<file path="config.mk">
export PLATFORM = sky130hd
export DESIGN_NAME = ukmc_ram
export DESIGN_NICKNAME = d
export VERILOG_FILES = /design/src/hdl/ukmc_ram.sv
export SDC_FILE = /design/constraint.sdc
export NUM_CORES = 1
export LEC_CHECK = 0
export ABC_AREA = 1
export BUFFER_PORTS_ARGS = -buffer_cell sky130_fd_sc_hd__clkbuf_2
export CORE_UTILIZATION = 45
export CTS_CLUSTER_DIAMETER = 200
export DETAILED_ROUTE_END_ITERATION = 6
export PLACE_DENSITY = 0.63
export SYNTH_ARGS = -nofsm -noshare
export SYNTH_HDL_FRONTEND = slang
export SYNTH_SLANG_ARGS = --single-unit
</file>
<file path="constraint.sdc">
create_clock -name clk_i -period 1.17 [get_ports clk_i]
set_input_delay 0.234 -clock clk_i [delete_from_list [all_inputs] [get_ports clk_i]]
set_output_delay 0.234 -clock clk_i [all_outputs]
set_load 0.005 [all_outputs]
</file>
<file path="src/hdl/ukmc_ram.sv">
// ----------------------------------------------------------------------------
// ukmc_ram
// generic ram, one write port and two registered read ports
// ----------------------------------------------------------------------------
module ukmc_ram #(
  parameter int unsigned Width = 8,
  parameter int unsigned Depth = 16
) (
  input  logic                     clk_i,
  input  logic                     we_i,
  input  logic [$clog2(Depth)-1:0] waddr_i,
  input  logic [Width-1:0]         wdata_i,
  input  logic [$clog2(Depth)-1:0] raddr_a_i,
  output logic [Width-1:0]         rdata_a_o,
  input  logic [$clog2(Depth)-1:0] raddr_b_i,
  output logic [Width-1:0]         rdata_b_o
);

  logic [Width-1:0] mem_q [Depth];

  always_ff @(posedge clk_i) begin
    if (we_i) begin
      mem_q[waddr_i] <= wdata_i;
    end
    rdata_a_o <= mem_q[raddr_a_i];
    rdata_b_o <= mem_q[raddr_b_i];
  end

endmodule

</file>
# Word level (Yosys, flattened, before mapping)
# Memory sizes are Yosys's and may differ from the RTL's. A register that Yosys moved wholly into a read port is not among the register bits.
# Cells that the tools add are included.
word_totals:
  mem_bits_rw: 128
  output_inout_bits: 16
  inputBits: 22
  elab_cells: 3
  latch_bits: 0
  n_memories: 1
  mem_bits_ro: 0
  ff_bits: 0
memory_table:
  columns: ["memory", "words", "word_bits", "read_ports", "rd_ports_with_merged_regs", "wr", "line_no", "rtl"]
  rows:
  - ["mem_q", 16, 8, 2, 2, 1, "19", "logic [Width-1:0] mem_q [Depth];"]
op_classes:
  shift: 0
  n_reduce_logical: 0
  bitwise_logic: 0
  addsub: 0
  order_cmp: 0
  mux: 2
  n_div: 0
  n_eq_ne: 0
  multipliers: 0
op_table:
  columns: ["operator", "count"]
  rows:
  - ["$mux W1", 2]

# Depth between registers and ports, before layout
depth:
  depth_word: 2
  mapped_depth: 7
  depth_no_buf: 6

# Worst setup path after synthesis
# OpenSTA, ideal clock, no wires.
synth_path:
  kind: "input to register"
  from: "input port waddr_i[3]"
  to: "memory mem_q[4][0], enable pin"
  cell_stages: 2
  required_time_ns: 0.800
  setup_ns: 0.370
  path_buffers: 0
  setup_slack_ns: -0.015
  t_arrival_ns: 0.815
  cell_sequence: "nand3b_1 > nor2_1"
synth_rtl:
  columns: ["element", "line_no", "rtl"]
  rows:
  - ["start: declaration", "11", "input logic [$clog2(Depth)-1:0] waddr_i,"]
  - ["end: declaration", "19", null]
# No word-level cell before the write port.

# Worst setup path in the final report
layout_path:
  from: "register rdata_b_o[7] (read register of mem_q)"
  to: "output port rdata_b_o[7]"
layout_rtl:
  columns: ["element", "line_no", "rtl"]
  rows:
  - ["start: declaration", "16", "output logic [Width-1:0] rdata_b_o"]
# No word-level cell between the ends.

==> reports/results.tsv <==
stage	metric	value	unit
routing	number of nets still failing antenna checks after routing	0	
floorplanning	Initial Util	45.9	%
routing	DRC violation count after routing	0	
global_routing	first-pass GRT wire length	32100	um
floorplanning	height of the chip	129	um
global_routing	vias in the first global route	5739	
routing	final wirelength	20400	um
sta	RSZ-0062 raised after global routing	yes	
cells_and_area	Final Util	54.4	%
sta	Fmax achieved	0.877	GHz
floorplanning	horizontal extent of the die	129	um
pwr	largest voltage drop on the vdd net	1260	uV
global_routing	largest net degree at the start of global routing	40	
cells_and_area	most common cell after layout, fill and taps aside	sky130_fd_sc_hd__nand2_1	
sta	post-route fraction of the period consumed by the critical path	97.5	%
clock_tree	CTS Hold Buffers Added	0	
cells_and_area	share of final-layout standard cells stronger than drive strength 1	14.4	%
sta	number of max-slew violations in the final report	0	
synth	count of synthesis-stage warnings from yosys	0	
setup_path	CP Max Fanout	1	
routing	DRT Pass-1 Iters	7	
global_routing	initial antenna violation count	0	
routing	Initial DRC Count	730	
clock_tree	Clk Tree Root Cell	sky130_fd_sc_hd__clkbuf_16	
setup_path	endpoint required time on the critical path	0.94	ns
setup_path	crit path cell chain	buf_6	
status	result of the run	finished clean	
sta	shortest period the worst path allows	1.14	ns
min_path	startpoint of the worst hold path	raddr_b_i[3]	
job	number of maximum-capacitance constraint violations	0	
placed_design	Final Wtd Congestion	0.874	
sta	total negative setup slack	0	ns
clock_tree	clock-pin slew on the worst setup and hold paths	0.06	ns
setup_path	worst-path cell with the longest stage delay	sky130_fd_sc_hd__dfxtp_2	
routing	vias after detailed routing	6057	
cells_and_area	area added between synthesis and finish	18.7	%
min_path	worst min-delay path category	in2reg	
routing	routed length per instance	17.8	um
synth	part of the Yosys area used for sequential elements	57.4	%
setup_path	category of cells accounting for the largest share of critical-path delay	flip-flops	
synth	Cell variety after synth	13	
sta	slew margin rel.	69.0	%
floorplanning	I/O pin total	38	
clock_tree	clock tree from TritonCTS	yes	
setup_path	Critical Path Sink Type	output pin	
clock_tree	number of CTS-inserted buffers	17	
floorplanning	count of standard-cell rows	46	
clock_tree	buffer levels on the longest clock path	2	
placed_design	Post-Place Setup Slack	-0.203	ns
setup_path	Arrival @ worst endpoint	0.91	ns
cells_and_area	antenna fix cells	0	
setup_path	startpoint of the worst setup timing path	rdata_b_o[7]	
routing	via density per instance	5.28	
cells_and_area	commonest cells after routing, fill and taps aside	sky130_fd_sc_hd__nand2_1, sky130_fd_sc_hd__nand3_1, sky130_fd_sc_hd__inv_1	
clock_tree	buffer count from post-CTS setup fixing	0	
placed_design	number of buffer cells added on primary ports	37	
floorplanning	area of the die	16600	um^2
setup_path	FF-to-FF Start	mem_q[1][0]	
global_routing	total global routing track utilization	26.8	%
cells_and_area	number of nets in the final layout	941	
sta	number of hold violations in the final report	0	
setup_path	Largest stage delay, worst path	0.37	ns
clock_tree	number of clock sinks	144	
clock_tree	H-tree levels	4	
sta	final setup skew	0.00664	ns
pwr	leakage power	3.94	nW
synth	total standard cell area after synthesis	7260	um^2
clock_tree	insertion delay to the later sink of the worst-skew pair	0.43	ns
sta	transition at the pin with the smallest max-transition slack	0.466	ns
setup_path	startpoint type of the worst setup path	register	
setup_path	critical path buffer and inverter count	1	
pwr	ratio of total power to cell area	1460	nW/um^2
synth	FF+latch count, synth	144	
synth	average cell area after synthesis	8.53	um^2
sta	final setup violation count	0	
global_routing	total grt overflow	0	
placed_design	HPWL reported at the end of detailed placement	13700	um
synth	Post-Synthesis Cells	851	
sta	worst setup margin	0.0296	ns
synth	net count after synthesis	873	
floorplanning	area of the core region	15800	um^2
setup_path	worst setup path class	reg2out	
registers in the layout, summed over array words and instances, names as in the netlist:
name	flops
rdata_a_o	8
mem_q	128
rdata_b_o	8
through the flow:
step	std cells	instance area, um^2	hold WS, ns	power (W)
after floorplan	851	7260	0.333	0.00662
after global placement	1116	8010	0.605	0.00718
after detailed placement	1116	8010	0.604	0.00718
after CTS	1148	8610	0.236	0.0126
after global routing	1148	8610	0.256	0.0130
final	1148	8610	0.252	0.0126
power breakdown:
group          internal, W  switching, W  leakage, nW
sequential         0.00575     0.0000543         1.29
combinational     0.000466      0.000829         2.38
clock              0.00334       0.00216        0.274
worst paths after layout:
path | endpoint | slack [ns] | depth (start not counted)
max reg2reg | rdata_b_o[0] | 0.12 | 6
max | rdata_b_o[7] | 0.03 | 1
min reg2reg | rdata_b_o[0] | 0.68 | 6
min | rdata_b_o[0] | 0.25 | 4
logic make-up after synthesis:
family / Yosys count / share of synthesized area [%]
buf+inv: 186 / 11.7
flops: 144 / 57.4
simple gates: 521 / 30.9
metal layers:
layer | wire, um | global-route usage (%) | vias to the layer above
li1 | - | - | 2883
met1 | 8920 | 38.3 | 2766
met2 | 8890 | 39.5 | 370
met3 | 2020 | 6.19 | 38
met4 | 567 | 11.1 | 0
met5 | 0 | 0 | -
cells in the mapped netlist:
| library cell | count | share of area (%) |
|---|---|---|
| sky130_fd_sc_hd__nor2_1 | 17 | 0.88 |
| sky130_fd_sc_hd__inv_2 | 4 | 0.21 |
| sky130_fd_sc_hd__buf_1 | 1 | 0.052 |
| sky130_fd_sc_hd__buf_2 | 26 | 1.8 |
| sky130_fd_sc_hd__nand3_1 | 225 | 16 |
| sky130_fd_sc_hd__buf_4 | 4 | 0.41 |
| sky130_fd_sc_hd__clkbuf_1 | 3 | 0.16 |
| sky130_fd_sc_hd__dfxtp_1 | 16 | 4.4 |
| sky130_fd_sc_hd__edfxtp_1 | 128 | 53 |
| sky130_fd_sc_hd__nand2_1 | 277 | 14 |
| sky130_fd_sc_hd__nand3b_1 | 2 | 0.21 |
| sky130_fd_sc_hd__buf_6 | 14 | 2.2 |
| sky130_fd_sc_hd__inv_1 | 134 | 6.9 |
layout make-up:
type                            count  area (um^2)
Fill cell                        1423         7210
Clock buffer                       18          429
Clock inverter                     14          166
Inverter                          138          518
Tap cell                          216          270
Sequential cell                   144         4170
Multi-Input combinational cell    521         2240
Timing Repair Buffer               97          817
repair_timing:
item                                    CTS  global route
gates resized for setup                   4             2
endpoints found under the setup margin    4             2
gates cloned                              0             0
No activity file was read; power rests on OpenSTA's default activity.
